[config.mk]
export PLATFORM = sky130hd
export DESIGN_NAME = spectrum_peak_picker_flat
export DESIGN_NICKNAME = d
export VERILOG_FILES = /design/src/design/spp_pkg.sv /design/src/design/spp_in_if.sv /design/src/design/spp_out_if.sv /design/src/design/spectrum_peak_picker.sv /design/src/flat_wrapper.sv
export SDC_FILE = /design/constraint.sdc
export NUM_CORES = 1
export LEC_CHECK = 0
export ABC_AREA = 1
export BUFFER_PORTS_ARGS = -buffer_cell sky130_fd_sc_hd__buf_2
export CAP_MARGIN = 20
export CORE_UTILIZATION = 55
export CTS_CLUSTER_SIZE = 30
export DETAILED_ROUTE_END_ITERATION = 10
export PLACE_DENSITY_LB_ADDON = 0.15
export SYNTH_ARGS = -nofsm -noshare
export SYNTH_HDL_FRONTEND = slang
export SYNTH_SLANG_ARGS = --single-unit
[constraint.sdc]
create_clock -name clk -period 21.6 [get_ports clk]
set_input_delay 3.24 -clock clk [delete_from_list [all_inputs] [get_ports clk]]
set_output_delay 3.24 -clock clk [all_outputs]
set_load 0.01 [all_outputs]
[src/design/spp_pkg.sv]
package spp_pkg;

  // Field widths of the point and peak words
  localparam int unsigned MZ_W     = 32;
  localparam int unsigned LEVEL_W  = 32;
  localparam int unsigned INDEX_W  = 16;
  localparam int unsigned SPACE_W  = 31;

  // Default spectrum length limit
  localparam int unsigned MAX_POINTS_DEF = 65536;

  // Result queue depth; two slots must be free to take a point
  localparam int unsigned QUEUE_DEPTH = 4;
  localparam int unsigned QPTR_W      = $clog2(QUEUE_DEPTH);
  localparam int unsigned QCNT_W      = $clog2(QUEUE_DEPTH + 1);

  // Configuration port
  localparam int unsigned CFG_IDX_W  = 1;
  localparam int unsigned CFG_DATA_W = 32;

  typedef enum logic [CFG_IDX_W-1:0] {
    REG_MZ_SPACING      = 1'b0,
    REG_LEVEL_THRESHOLD = 1'b1
  } cfg_reg_t;

  typedef struct packed {
    logic [INDEX_W-1:0] peak_pos;
    logic [MZ_W-1:0]    peak_mz;
    logic [LEVEL_W-1:0] peak_level;
    logic               run_end;
  } peak_word_t;

  // Gap from lo to hi exceeds twice the spacing; a negative gap never does
  function automatic logic gap_wide(input logic [MZ_W-1:0] hi, input logic [MZ_W-1:0] lo,
                                    input logic [SPACE_W-1:0] spacing);
    logic [MZ_W+1:0] diff;
    logic [MZ_W:0]   lim;
    diff = {2'b00, hi} - {2'b00, lo};
    lim  = {1'b0, spacing, 1'b0};
    return !diff[MZ_W+1] && (diff[MZ_W:0] > lim);
  endfunction

endpackage

[src/design/spp_in_if.sv]
interface spp_in_if;
  logic                         valid;
  logic                         ready;
  logic [spp_pkg::MZ_W-1:0]     mz_value;
  logic [spp_pkg::LEVEL_W-1:0]  level;
  logic                         final_point;

  modport source (output valid, output mz_value, output level, output final_point,
                  input ready);
  modport sink (input valid, input mz_value, input level, input final_point,
                output ready);
endinterface

[src/design/spp_out_if.sv]
interface spp_out_if;
  logic                         valid;
  logic                         ready;
  logic [spp_pkg::INDEX_W-1:0]  peak_pos;
  logic [spp_pkg::MZ_W-1:0]     peak_mz;
  logic [spp_pkg::LEVEL_W-1:0]  peak_level;
  logic                         run_end;

  modport source (output valid, output peak_pos, output peak_mz, output peak_level,
                  output run_end, input ready);
  modport sink (input valid, input peak_pos, input peak_mz, input peak_level,
                input run_end, output ready);
endinterface

[src/design/spectrum_peak_picker.sv]
// Streaming local-maximum peak picker.
// in_pt carries one spectrum point per word (m/z Q16.16, intensity, last-point
// flag), in ascending m/z. out_pk carries one word per peak found, in index
// order; run_end marks the last peak word caused by one input point.
// Configuration (cfg_wr_en/cfg_index/cfg_wr_data) sets the m/z spacing and
// the intensity threshold; write it only while no spectrum is in flight.
// Throughput: one point per cycle while two queue slots are free. Each point is judged
// in the cycle it is accepted and its zero, one or two peak words enter a
// four-word result queue; a peak word can leave on out_pk in the cycle after
// its point was taken. A point is accepted whenever at least two queue slots
// are free, so both peak words of a point always find room. With a stalled
// receiver the queue backs up, and in_pt.ready stays low while fewer than two
// slots are free; nothing is lost. Synchronous reset (rst_n low) clears the
// point history, the point counter, the queue and both registers.
// Point counts saturate at MAX_POINTS; reported indices cap at MAX_POINTS-1.
module spectrum_peak_picker #(
  parameter int unsigned MAX_POINTS = spp_pkg::MAX_POINTS_DEF
) (
  input  logic                              clk,
  input  logic                              rst_n,
  input  logic                              cfg_wr_en,
  input  logic [spp_pkg::CFG_IDX_W-1:0]     cfg_index,
  input  logic [spp_pkg::CFG_DATA_W-1:0]    cfg_wr_data,
  spp_in_if.sink                            in_pt,
  spp_out_if.source                         out_pk
);

  localparam int unsigned CNT_W = $clog2(MAX_POINTS + 1);
  localparam int unsigned IDX_EXT_W = (CNT_W > spp_pkg::INDEX_W) ? CNT_W : spp_pkg::INDEX_W;
  localparam logic [CNT_W-1:0] CNT_MAX = CNT_W'(MAX_POINTS);
  localparam logic [CNT_W-1:0] IDX_MAX = CNT_W'(MAX_POINTS - 1);
  localparam logic [spp_pkg::QCNT_W-1:0] QCNT_TAKE =
    spp_pkg::QCNT_W'(spp_pkg::QUEUE_DEPTH - 2);
  localparam logic [spp_pkg::QCNT_W-1:0] QCNT_FULL =
    spp_pkg::QCNT_W'(spp_pkg::QUEUE_DEPTH);

  // Configuration registers
  logic [spp_pkg::SPACE_W-1:0] mz_spacing_r;
  logic [spp_pkg::LEVEL_W-1:0] level_threshold_r;

  // Point history
  logic [spp_pkg::MZ_W-1:0]    older_mz_r, newer_mz_r;
  logic [spp_pkg::LEVEL_W-1:0] older_level_r, newer_level_r;
  logic [CNT_W-1:0]            pt_cnt_r;

  // Result queue
  spp_pkg::peak_word_t          q_mem_r [spp_pkg::QUEUE_DEPTH];
  logic [spp_pkg::QPTR_W-1:0]   q_wptr_r, q_rptr_r;
  logic [spp_pkg::QCNT_W-1:0]   q_cnt_r;

  logic in_fire, out_fire;
  logic cnt_zero, cnt_one;
  logic wide_next, wide_prev, local_max, isolated;
  logic hit0, hit1;
  logic [CNT_W-1:0] mid_idx, last_idx;
  spp_pkg::peak_word_t word0, word1;
  logic [1:0] n_push;

  function automatic logic [spp_pkg::INDEX_W-1:0] cap_idx(input logic [CNT_W-1:0] idx);
    logic [IDX_EXT_W-1:0] ext;
    ext = IDX_EXT_W'((idx > IDX_MAX) ? IDX_MAX : idx);
    return ext[spp_pkg::INDEX_W-1:0];
  endfunction

  assign in_pt.ready  = (q_cnt_r <= QCNT_TAKE);
  assign in_fire      = in_pt.valid && in_pt.ready;
  assign out_pk.valid = (q_cnt_r != '0);
  assign out_fire     = out_pk.valid && out_pk.ready;

  // Judge the window formed by the two held points and the incoming one
  always_comb begin
    cnt_zero  = (pt_cnt_r == '0);
    cnt_one   = (pt_cnt_r == CNT_W'(1));
    wide_next = spp_pkg::gap_wide(in_pt.mz_value, newer_mz_r, mz_spacing_r);
    wide_prev = spp_pkg::gap_wide(newer_mz_r, older_mz_r, mz_spacing_r);
    local_max = (newer_level_r >= older_level_r) && (newer_level_r > in_pt.level);
    isolated  = wide_prev && wide_next;
    mid_idx   = pt_cnt_r - CNT_W'(1);
    last_idx  = pt_cnt_r;

    // Previous point: first point or middle point
    priority if (cnt_zero) begin
      hit0 = 1'b0;
    end else if (cnt_one) begin
      hit0 = wide_next && (newer_level_r > level_threshold_r);
    end else begin
      hit0 = (local_max || isolated) && (newer_level_r > level_threshold_r);
    end

    // Incoming point: lone point or last point
    if (cnt_zero) begin
      hit1 = in_pt.final_point;
    end else begin
      hit1 = in_pt.final_point && wide_next && (in_pt.level > level_threshold_r);
    end

    word0.peak_pos   = cap_idx(mid_idx);
    word0.peak_mz    = newer_mz_r;
    word0.peak_level = newer_level_r;
    word0.run_end    = !hit1;

    word1.peak_pos   = cap_idx(last_idx);
    word1.peak_mz    = in_pt.mz_value;
    word1.peak_level = in_pt.level;
    word1.run_end    = 1'b1;

    n_push = in_fire ? ({1'b0, hit0} + {1'b0, hit1}) : 2'd0;
  end

  // Configuration writes
  always_ff @(posedge clk) begin
    if (!rst_n) begin
      mz_spacing_r      <= '0;
      level_threshold_r <= '0;
    end else if (cfg_wr_en) begin
      unique case (spp_pkg::cfg_reg_t'(cfg_index))
        spp_pkg::REG_MZ_SPACING:      mz_spacing_r      <= cfg_wr_data[spp_pkg::SPACE_W-1:0];
        spp_pkg::REG_LEVEL_THRESHOLD: level_threshold_r <= cfg_wr_data[spp_pkg::LEVEL_W-1:0];
        default: ;
      endcase
    end
  end

  // Advance the point history; clear it after the last point
  always_ff @(posedge clk) begin
    if (!rst_n) begin
      older_mz_r    <= '0;
      older_level_r <= '0;
      newer_mz_r    <= '0;
      newer_level_r <= '0;
      pt_cnt_r      <= '0;
    end else if (in_fire) begin
      if (in_pt.final_point) begin
        older_mz_r    <= '0;
        older_level_r <= '0;
        newer_mz_r    <= '0;
        newer_level_r <= '0;
        pt_cnt_r      <= '0;
      end else begin
        older_mz_r    <= newer_mz_r;
        older_level_r <= newer_level_r;
        newer_mz_r    <= in_pt.mz_value;
        newer_level_r <= in_pt.level;
        if (pt_cnt_r < CNT_MAX) begin
          pt_cnt_r <= pt_cnt_r + CNT_W'(1);
        end
      end
    end
  end

  // Queue storage: the first hit takes the write slot, the second the next one
  always_ff @(posedge clk) begin
    if (in_fire) begin
      if (hit0) begin
        q_mem_r[q_wptr_r] <= word0;
        if (hit1) begin
          q_mem_r[q_wptr_r + spp_pkg::QPTR_W'(1)] <= word1;
        end
      end else if (hit1) begin
        q_mem_r[q_wptr_r] <= word1;
      end
    end
  end

  // Queue pointers and fill count
  always_ff @(posedge clk) begin
    if (!rst_n) begin
      q_wptr_r <= '0;
      q_rptr_r <= '0;
      q_cnt_r  <= '0;
    end else begin
      q_wptr_r <= q_wptr_r + spp_pkg::QPTR_W'(n_push);
      if (out_fire) begin
        q_rptr_r <= q_rptr_r + spp_pkg::QPTR_W'(1);
      end
      q_cnt_r <= q_cnt_r + spp_pkg::QCNT_W'(n_push) - spp_pkg::QCNT_W'(out_fire);
    end
  end

  // Drive the head word
  assign out_pk.peak_pos   = q_mem_r[q_rptr_r].peak_pos;
  assign out_pk.peak_mz    = q_mem_r[q_rptr_r].peak_mz;
  assign out_pk.peak_level = q_mem_r[q_rptr_r].peak_level;
  assign out_pk.run_end    = q_mem_r[q_rptr_r].run_end;

  // Queue never overflows
  a_q_bound: assert property (@(posedge clk) disable iff (!rst_n)
    q_cnt_r <= QCNT_FULL)
    else $error("result queue overflow");

  // Last point of a spectrum clears the counter
  a_final_clear: assert property (@(posedge clk) disable iff (!rst_n)
    in_fire && in_pt.final_point |=> pt_cnt_r == '0)
    else $error("point counter not cleared after last point");

  // Non-final point advances the counter until saturation
  a_cnt_step: assert property (@(posedge clk) disable iff (!rst_n)
    in_fire && !in_pt.final_point && (pt_cnt_r < CNT_MAX) |=>
      pt_cnt_r == $past(pt_cnt_r) + CNT_W'(1))
    else $error("point counter did not advance");

  // Fill count holds when nothing is pushed or popped
  a_q_count: assert property (@(posedge clk) disable iff (!rst_n)
    !in_fire && !out_fire |=> $stable(q_cnt_r))
    else $error("queue count moved without traffic");

endmodule

[src/flat_wrapper.sv]
// flat-port wrapper written by rule: the top's interface ports become plain ports
module spectrum_peak_picker_flat 
#(
  parameter int unsigned MAX_POINTS = spp_pkg::MAX_POINTS_DEF
)
  (clk, rst_n, cfg_wr_en, cfg_index, cfg_wr_data, in_pt_valid, in_pt_mz_value, in_pt_level, in_pt_final_point, in_pt_ready, out_pk_valid, out_pk_peak_pos, out_pk_peak_mz, out_pk_peak_level, out_pk_run_end, out_pk_ready);
  spp_in_if in_pt_i ();
  spp_out_if out_pk_i ();
  input  logic clk;
  input  logic rst_n;
  input  logic cfg_wr_en;
  input  logic [spp_pkg::CFG_IDX_W-1:0] cfg_index;
  input  logic [spp_pkg::CFG_DATA_W-1:0] cfg_wr_data;
  input wire logic [$bits(in_pt_i.valid)-1:0] in_pt_valid;
  input wire logic [$bits(in_pt_i.mz_value)-1:0] in_pt_mz_value;
  input wire logic [$bits(in_pt_i.level)-1:0] in_pt_level;
  input wire logic [$bits(in_pt_i.final_point)-1:0] in_pt_final_point;
  output wire logic [$bits(in_pt_i.ready)-1:0] in_pt_ready;
  output wire logic [$bits(out_pk_i.valid)-1:0] out_pk_valid;
  output wire logic [$bits(out_pk_i.peak_pos)-1:0] out_pk_peak_pos;
  output wire logic [$bits(out_pk_i.peak_mz)-1:0] out_pk_peak_mz;
  output wire logic [$bits(out_pk_i.peak_level)-1:0] out_pk_peak_level;
  output wire logic [$bits(out_pk_i.run_end)-1:0] out_pk_run_end;
  input wire logic [$bits(out_pk_i.ready)-1:0] out_pk_ready;
  assign in_pt_i.valid = in_pt_valid;
  assign in_pt_i.mz_value = in_pt_mz_value;
  assign in_pt_i.level = in_pt_level;
  assign in_pt_i.final_point = in_pt_final_point;
  assign in_pt_ready = in_pt_i.ready;
  assign out_pk_valid = out_pk_i.valid;
  assign out_pk_peak_pos = out_pk_i.peak_pos;
  assign out_pk_peak_mz = out_pk_i.peak_mz;
  assign out_pk_peak_level = out_pk_i.peak_level;
  assign out_pk_run_end = out_pk_i.run_end;
  assign out_pk_i.ready = out_pk_ready;
  spectrum_peak_picker #(.MAX_POINTS(MAX_POINTS)) u_core (.clk(clk), .rst_n(rst_n), .cfg_wr_en(cfg_wr_en), .cfg_index(cfg_index), .cfg_wr_data(cfg_wr_data), .in_pt(in_pt_i), .out_pk(out_pk_i));
endmodule
# Yosys cells after proc, flatten, opt, wreduce, memory -nomap -nowiden
# Memories as Yosys holds them, arrays and structs flattened. A register that Yosys moved wholly into a read port is not among the register bits.
# Cells that the tools add are included.
# W data, S select, Z words.
word_totals:
  register_bits: 215
  ramBits: 324
  n_memories: 1
classes:
  n_addsub: 10
  magnitude_cmp: 10
  n_eq_ne: 1
  mux: 25
  n_bitwise: 2
  n_reduce_logical: 20
memory_table:
  columns: ["name", "words", "width", "rd", "rd_clocked_by_memory_dff", "wr", "line_no", "rtl"]
  rows:
  - ["u_core.q_mem_r", 4, 81, 1, 1, 2, "spectrum_peak_picker.sv:47", "spp_pkg::peak_word_t q_mem_r [spp_pkg::QUEUE_DEPTH];"]
ops:
  columns: ["cell", "count"]
  rows:
  - ["$mux W32", 4]
  - ["$gt A32 B32 Y1", 3]
  - ["$mux W81", 1]
  - ["$gt A33 B32 Y1", 2]
  - ["$sub A32 B32 Y33", 2]
  - ["$gt A17 B16 Y1 const B", 2]
  - ["$mux W17", 2]
  - ["$ge A32 B32 Y1", 1]
  - ["$mux W16", 2]
  - ["$add A17 B1 Y17 const B", 1]
  - ["$eq A17 B1 Y1 const B", 1]
  - ["$logic_not A17 Y1", 1]
  - ["$lt A17 B17 Y1 const B", 1]
  - ["$sub A17 B1 Y17 const B", 1]
  - ["$mux W1", 13]
  - ["$logic_and A1 B1 Y1", 10]
  - ["$mux W2", 3]
  - ["$reduce_and A2 Y1", 3]
  - ["$add A2 B1 Y2 const B", 2]
  - ["$add A3 B2 Y3", 1]
  - ["$le A3 B2 Y1 const B", 1]
  - ["$logic_not A1 Y1", 3]
  - ["$reduce_bool A3 Y1", 1]
  - ["$sub A3 B1 Y3", 1]
  - ["other kinds (6)", 6]

# Depth between registers and ports, before layout
# Gate-level depths: netlist (run 1).
logic_depth:
  ltp_word: 12
  mapped_depth: 38
  depth_no_buf: 37

# Least setup slack after synthesis (run 1)
# OpenSTA, ideal clock, no wires.
synth_timing:
  path_kind: "input-to-reg"
  start: "input port in_pt_mz_value[0]"
  end: "memory u_core.q_mem_r[2][10] (netlist name) (enable)"
  setup_time_ns: 0.441
  arrival_ns: 9.296
  t_required_ns: 21.159
  slack_ns: 11.863
  cell_stages: 35
  cell_sequence: "inv_1 ha_1 fa_1 nand3b_1 nand2_1 nand2_1 nand2_2 nand2_1 nand2_2 a31oi_1 o21ai_0 a21oi_1 o21bai_1 a21oi_1 xor2_1 inv_1 ha_1 nand2_1 nor2_1 inv_1 o211ai_1 inv_1 nand3_1 nand2_1 inv_1 nand3_1 a21oi_1 ha_1 nand2_1 inv_1 nand2_1 nor2_1 clkbuf_1 inv_1 nand2_1"
synth_rtl:
  columns: ["element", "line_no", "rtl"]
  rows:
  - ["from (decl)", "flat_wrapper.sv:15", "input wire logic [$bits(in_pt_i.mz_value)-1:0] in_pt_mz_value;"]
  - ["to (decl)", "spectrum_peak_picker.sv:47", null]

==> impl_metrics.sql, run 1 <==
INSERT INTO impl_metrics (metric_group, metric, value, unit) VALUES
('drt', 'drc', '0', ''),
('logic_synthesis', 'synth_top_cells_by_area', 'edfxtp_1 (30%), dfxtp_1 (14%), ha_1 (10%)', ''),
('sta', 'slew_headroom', '0.225', ''),
('worst_setup_path', 'cp.required', '21.86', 'ns'),
('placed_design', 'place_ws', '10.45', 'ns'),
('global_routing', 'grt_util_met2', '0.480', ''),
('logic_synthesis', 'register_bit_count_reported_by_yosys', '541', ''),
('clock_tree', 'cts.hold.buffers_added', '0', ''),
('clock_tree', 'tritoncts_clock_tree', 'done', ''),
('clock_tree', 'post_cts_buffers', '0', ''),
('worst_setup_path', 'crit_slowest_cell', 'nand2_4', ''),
('global_routing', 'grt_usage', '0.320', ''),
('power', 'switching_power', '0.00150', 'W'),
('global_routing', 'grt_start_max_net_pins', '99', ''),
('logic_synthesis', 'synthMostInstantiatedCell', 'nand2_1', ''),
('sta', 'setup_total_negative_slack', '0', 'ns'),
('drt', 'vias', '28300', ''),
('worst_setup_path', 'path_depth_of_the_worst_reg2reg_path', '32', ''),
('status', 'run_status', 'completed', ''),
('clock_tree', 'root_buffer', 'clkbuf_16', ''),
('global_routing', 'first_global_vias', '25800', ''),
('logic_synthesis', 'async_flop_share', '0', ''),
('drt', 'wire_per_inst', '20.4', 'um'),
('drt', 'viasPerCell', '5.89', ''),
('drt', 'routed_wl', '97.9', 'mm'),
('cells_and_area', 'synthToLayoutAreaGrowth', '10.0', '%'),
('logic_synthesis', 'mapped_cell_area', '0.0326', 'mm^2'),
('floorplanning', 'design.core.area', '0.0581', 'mm^2'),
('logic_synthesis', 'yosys.area.top_type', 'edfxtp_1', ''),
('worst_setup_path', 'cp-start-kind', 'primary input', ''),
('power', 'cellPowerDensity', '107', 'mW/mm^2'),
('cells_and_area', 'fillers', '5120', ''),
('logic_synthesis', 'postSynthNetCount', '4289', ''),
('clock_tree', 'clk_pin_slew_worst_paths', '0.06', 'ns'),
('logic_synthesis', 'yosysSeqAreaShare', '0.431', ''),
('power', 'power.share.switching', '0.392', ''),
('power', 'power.share.combinational', '0.392', ''),
('logic_synthesis', 'synth-warning-count', '0', ''),
('clock_tree', 'clock_latency_on_the_worst_skew_pair', '0.63', 'ns'),
('clock_tree', 'cts_resized', '0', ''),
('sta', 'rsz0062_at_grt', 'no', ''),
('power', 'seq_power_share', '0.336', ''),
('floorplanning', 'die_area', '0.0602', 'mm^2'),
('floorplanning', 'dieHeight', '245', 'um'),
('sta', 'report.final.hold_viol_count', '0', ''),
('global_routing', 'grt_util_met3', '0.0505', ''),
('clock_tree', 'clock_tree.buffer_depth', '3', ''),
('floorplanning', 'initial_core_util', '0.560', ''),
('sta', 'finalMaxSlewViolations', '0', ''),
('floorplanning', 'ioPinCount', '186', ''),
('placed_design', 'io_port_bufs', '185', ''),
('sta', 'timing.final.ws_setup', '10.98', 'ns'),
('logic_synthesis', 'synth-edff-count', '320', ''),
('worst_setup_path', 'worst-setup-path-type', 'primary input to flip-flop', ''),
('sta', 'clock_skew', '0.0186', 'ns'),
('global_routing', 'number_of_antenna_violations_at_the_first_check_in_global_routing', '9', ''),
('placed_design', 'dpl.hpwl', '66.2', 'mm'),
('drt', 'ant_nets', '0', ''),
('sta', 'finalCriticalPeriod', '10.62', 'ns'),
('drt', 'drt_first_pass_iters', '7', ''),
('logic_synthesis', 'postSynth.topFlopCell', 'edfxtp_1', ''),
('global_routing', 'use_met1', '0.470', ''),
('worst_hold_path', 'timing.hold.worst_path_depth', '2', ''),
('power', 'clock_power_share', '0.272', ''),
('cells_and_area', 'final_stage_net_count', '4360', ''),
('floorplanning', 'placement_rows', '88', ''),
('logic_synthesis', 'synthDominantCellAreaShare', '0.295', ''),
('clock_tree', 'clkSinkCount', '541', ''),
('job', 'maxCapViolations', '0', ''),
('sta', 'setup_viol_count_final', '0', ''),
('global_routing', 'globalRoute.totalOverflow', '0', '');
==> layer usage <==
| layer | routed length [um] | vias up |
|---|---|---|
| met5 | 13 | - |
| met4 | 2520 | 2 |
| met3 | 9520 | 171 |
| met2 | 42200 | 1300 |
| met1 | 43600 | 13200 |
| li1 | - | 13700 |
==> cell families after synthesis <==
| family | Yosys count | share of synthesized area |
|---|---|---|
| buffers and inverters | 574 | 0.0702 |
| xor gates and xnor gates | 74 | 0.0199 |
| DFF | 541 | 0.431 |
| adders and majority gates | 268 | 0.104 |
| and+or+nand+nor | 1273 | 0.157 |
| AOI/OAI and AO/OA | 1188 | 0.218 |
==> metrics by stage <==
stage                     area [um^2]  total power (W)  cells  hold slack (ns)  utilization
final                           35800          0.00383   4808            0.461        0.616
after global routing            35800          0.00406   4808            0.483        0.616
after global placement          33800          0.00276   4695            0.435        0.582
after detailed placement        33800          0.00278   4695            0.448        0.582
after CTS                       35800          0.00381   4803            0.466        0.616
after floorplan                 32600          0.00234   3918            0.424            -
==> final timing paths <==
check,start,end,slack [ns]
worst max-delay path,in_pt_mz_value[0],u_core.q_mem_r[0][54]$_DFFE_PP_,10.98
worst max register to register,u_core.newer_mz_r[1]$_SDFFE_PN0P_,u_core.q_mem_r[0][54]$_DFFE_PP_,13.22
worst min register to register,u_core.q_rptr_r[1]$_SDFFE_PN0P_,flip-flop,0.46
worst min-delay path,u_core.q_rptr_r[1]$_SDFFE_PN0P_,flip-flop,0.46
==> layout make-up <==
type,instances,area (um^2),share of cell area
diodes,5,12.5,0.000349
clock buffers,67,1530,0.0426
clock inverters,41,452,0.0126
inverters,378,1420,0.0397
multi-input cells,2803,16300,0.456
flip-flops and latches,541,14000,0.392
well taps,765,957,0.0267
repair buffers,208,1100,0.0307
==> power groups by stage <==
stage	combinational, W	sequential (W)	clock, W
floorplan	0.00108	0.00126	0
global placement	0.00146	0.00130	0
detailed placement	0.00147	0.00131	0
CTS	0.00148	0.00128	0.00105
global route	0.00168	0.00130	0.00109
finish	0.00150	0.00129	0.00104
==> critical path: cells and delay by family <==
kind            cells  cell delay (ns)
simple gates       15             3.64
compound gates      7             1.42
buf+inv             7             1.20
fa+ha+maj           4             1.16
xor+xnor            1             0.16
==> state kept, by name, summed over array words and instances, names as in the netlist, named ones only <==
register,count
u_core.q_cnt_r,3
u_core.q_rptr_r,2
u_core.newer_level_r,32
u_core.newer_mz_r,32
u_core.q_wptr_r,2
u_core.mz_spacing_r,31
u_core.last_idx,17
u_core.q_mem_r,324
u_core.older_level_r,32
u_core.older_mz_r,32
u_core.level_threshold_r,32
==> placed cells by master, fill, tap and decap left out, types with 6 or more instances in the layout <==
cell type	synthesis	routed
dfxtp_1	221	219
nor4_1	11	11
o21ai_2	145	145
a211oi_1	130	130
o22ai_1	90	90
clkinv_2	0	10
nand2_1	714	708
bufinv_16	0	9
buf_4	0	23
nor3_1	17	17
edfxtp_1	320	320
or2_2	7	7
o211ai_1	14	14
buf_2	3	185
o21ai_1	21	20
xnor2_1	28	28
nand3_1	54	54
inv_1	370	369
o21ai_0	506	506
clkbuf_1	166	7
a21oi_1	230	230
a31oi_1	11	11
nor2_1	407	404
xor2_1	46	46
clkbuf_16	0	60
nand4_1	35	35
ha_1	265	265
a21o_1	11	11
nand2_4	0	6
o21a_1	8	8
clkinv_1	4	18
nand2_2	10	10
No activity file was read; power rests on OpenSTA's default activity.
==> run 2: changes to the inputs <==
==> constraint.sdc (replaced) <==
create_clock -name clk -period 10.2 [get_ports clk]
set_input_delay 1.53 -clock clk [delete_from_list [all_inputs] [get_ports clk]]
set_output_delay 1.53 -clock clk [all_outputs]
set_load 0.01 [all_outputs]
==> impl_metrics.sql, run 2 (synthesized netlist as in run 1, its figures left out) <==
INSERT INTO impl_metrics (metric_group, metric, value, unit) VALUES
('worst_setup_path', 'path_depth_of_the_worst_reg2reg_path', '36', ''),
('power', 'power_leakage', '15.2', 'nW'),
('floorplanning', 'design.core.area', '0.0581', 'mm^2'),
('sta', 'rsz0062_at_grt', 'no', ''),
('placed_design', 'io_port_bufs', '185', ''),
('worst_setup_path', 'crit_arrival', '8.24', 'ns'),
('worst_setup_path', 'rr_startpoint', 'u_core.newer_mz_r[0]$_SDFFE_PN0P_', ''),
('sta', 'setup_viol_count_final', '0', ''),
('clock_tree', 'clk_pin_slew_worst_paths', '0.06', 'ns'),
('power', 'irDropWorstVdd', '231', 'uV'),
('worst_setup_path', 'cp.required', '10.49', 'ns'),
('drt', 'detailedRoute.firstIterationViolations', '2852', ''),
('global_routing', 'grt_start_max_net_pins', '96', ''),
('placed_design', 'globalplace.congestion', '0.937', ''),
('worst_hold_path', 'timing.hold.worst_path_depth', '2', ''),
('drt', 'drc', '0', ''),
('cells_and_area', 'final_stage_net_count', '4370', ''),
('clock_tree', 'clock_tree.buffer_depth', '3', ''),
('worst_setup_path', 'worstReg2RegEnd', 'u_core.q_mem_r[1][31]$_DFFE_PP_', ''),
('worst_setup_path', 'crit_fanout', '40', ''),
('clock_tree', 'cts_resized', '0', ''),
('worst_setup_path', 'critical_path.n_buffers_inverters', '9', ''),
('global_routing', 'globalRoute.totalOverflow', '0', ''),
('floorplanning', 'dieHeight', '245', 'um'),
('floorplanning', 'die_area', '0.0602', 'mm^2'),
('floorplanning', 'ioPinCount', '186', ''),
('worst_hold_path', 'hold-path-endpoint', 'u_core.q_mem_r[1][0]$_SDFFE_PP1N_', ''),
('clock_tree', 'clkSinkCount', '541', ''),
('placed_design', 'dpl.hpwl', '67.4', 'mm'),
('placed_design', 'postPlaceCellArea', '0.0339', 'mm^2'),
('sta', 'timing.final.ws_setup', '2.24', 'ns'),
('drt', 'vias', '28600', ''),
('clock_tree', 'post_cts_buffers', '0', ''),
('cells_and_area', 'ff_latch_area', '0.0140', 'mm^2'),
('worst_setup_path', 'cp-start-kind', 'primary input', ''),
('drt', 'routed_wl', '98.5', 'mm'),
('global_routing', 'number_of_antenna_violations_at_the_first_check_in_global_routing', '10', ''),
('sta', 'report.final.hold_viol_count', '0', ''),
('cells_and_area', 'post-route-util', '0.614', ''),
('sta', 'setup_total_negative_slack', '0', 'ns'),
('sta', 'max_clock_freq', '126', 'MHz'),
('placed_design', 'place_ws', '1.68', 'ns'),
('floorplanning', 'horizontal_extent_of_the_die', '245', 'um'),
('cells_and_area', 'largest_reg_flops', '324', ''),
('global_routing', 'grt_first_pass_wirelength', '151', 'mm'),
('worst_hold_path', 'hold_start', 'u_core.q_mem_r[1][0]$_SDFFE_PP1N_', ''),
('clock_tree', 'num_cts_buffers', '57', ''),
('clock_tree', 'root_buffer', 'clkbuf_16', ''),
('sta', 'finalCriticalPeriod', '7.96', 'ns'),
('worst_setup_path', 'critPathTopFamily', 'simple AND/OR/NAND/NOR gates', ''),
('worst_hold_path', 'hold_path_class', 'flip-flop to flip-flop', ''),
('worst_setup_path', 'worst_setup_path_end_kind', 'flip-flop', ''),
('sta', 'tcrit_tclk_final', '0.780', ''),
('worst_setup_path', 'reg2reg_setup_slack', '2.76', 'ns'),
('cells_and_area', 'drive_gt1_frac', '0.120', ''),
('drt', 'topRoutingLayerUsed', 'met5', ''),
('sta', 'finalMaxSlewViolations', '0', ''),
('job', 'maxCapViolations', '0', ''),
('clock_tree', 'tritoncts_clock_tree', 'done', ''),
('sta', 'slew_headroom', '0.242', ''),
('drt', 'ant_nets', '0', ''),
('cells_and_area', 'fillers', '5187', ''),
('placed_design', 'dp.cells', '4704', ''),
('cells_and_area', 'area_taken_by_multi_input_logic_gates', '0.0163', 'mm^2'),
('cells_and_area', 'final_common_cell', 'nand2_1', ''),
('sta', 'clock_skew', '0.0241', 'ns'),
('drt', 'drt_first_pass_iters', '5', ''),
('cells_and_area', 'cell_area_after_layout', '0.0357', 'mm^2'),
('worst_setup_path', 'crit_slowest_cell', 'nor2_4', ''),
('global_routing', 'grt_usage', '0.325', ''),
('global_routing', 'first_global_vias', '26100', ''),
('drt', 'detailroute.wirelength.met2', '42.4', 'mm'),
('drt', 'viasPerCell', '5.94', ''),
('clock_tree', 'clock_latency_on_the_worst_skew_pair', '0.64', 'ns'),
('floorplanning', 'placement_rows', '88', ''),
('drt', 'wire_per_inst', '20.4', 'um'),
('clock_tree', 'cts.htree.levels', '2', ''),
('worst_setup_path', 'worst-setup-path-type', 'primary input to flip-flop', ''),
('floorplanning', 'initial_core_util', '0.560', ''),
('drt', 'detailroute.wirelength.met3', '10.0', 'mm'),
('clock_tree', 'cts.hold.buffers_added', '0', ''),
('worst_setup_path', 'critical_path_cell_count', '36', ''),
('cells_and_area', 'layout.cells.most_common_list', 'nand2_1 (708), o21ai_0 (506), nor2_1 (404)', ''),
('worst_setup_path', 'worst_path_largest_cell_delay', '0.66', 'ns'),
('status', 'run_status', 'completed', ''),
('drt', 'm1WireLength', '43.8', 'mm'),
('sta', 'tightestPinTransition', '1.14', 'ns'),
('power', 'cellPowerDensity', '225', 'mW/mm^2'),
('cells_and_area', 'largest_register', 'u_core.q_mem_r', ''),
('cells_and_area', 'synthToLayoutAreaGrowth', '9.67', '%'),
('cells_and_area', 'final_cell_count_no_fill', '4818', '');
-- run 2: cell types whose count changed in the layout (fill, tap and decap cells not counted), moves of 3 or more --
cell       before  now
clkbuf_1        7   21
buf_4          23   32
clkinv_1       18    8
clkinv_2       10   13
clkbuf_8        0    5
bufinv_16       9    1
-- run 2: worst max-delay path by stage --
stage / from / to / slack (ns)
after floorplan: in_pt_mz_value[0] / u_core.q_mem_r[2][10]$_DFFE_PP_ / 2.17
after global placement: in_pt_mz_value[0] / u_core.q_mem_r[1][34]$_DFFE_PP_ / 1.85
after detailed placement: in_pt_mz_value[0] / u_core.q_mem_r[1][33]$_DFFE_PP_ / 1.68
after CTS: in_pt_mz_value[0] / u_core.q_mem_r[1][31]$_DFFE_PP_ / 2.32
after global routing: in_pt_mz_value[0] / u_core.q_mem_r[1][31]$_DFFE_PP_ / 1.61
final: in_pt_mz_value[0] / u_core.q_mem_r[1][31]$_DFFE_PP_ / 2.24
-- run 2: metal layers --
metal  vias up  GRT usage
met2      1336      0.493
li1      13800          -
met1     13400      0.480
met3       156     0.0512
met5         -          0
met4         4     0.0875
-- run 2: where the power goes --
part           internal [W]  total (W)  switching [W]
Sequential          0.00253    0.00267       0.000144
Combinational       0.00112    0.00336        0.00223
Clock               0.00111    0.00200       0.000893
Total               0.00476    0.00803        0.00327
-- run 2: worst register-to-register path, delay by kind of cell (launching register included) --
family | cells | cell delay [ns]
adders and majority gates | 4 | 1.15
and+or+nand+nor | 18 | 2.99
DFF | 1 | 0.33
AOI/OAI and AO/OA | 7 | 1.50
buffers and inverters | 7 | 1.14
-- run 2: cell type report --
type,count,share of cell area
multi-input cells,2803,0.457
flip-flops and latches,541,0.393
clock buffers,84,0.0448
inverters,378,0.0398
repair buffers,218,0.0334
well taps,765,0.0268
clock inverters,22,0.00452
diodes,7,0.000491
-- run 2: metrics by stage --
step | total power (W) | hold WS [ns]
floorplan | 0.00496 | 0.424
global placement | 0.00595 | 0.441
detailed placement | 0.00600 | 0.444
CTS | 0.00799 | 0.458
global route | 0.00854 | 0.473
finish | 0.00803 | 0.463
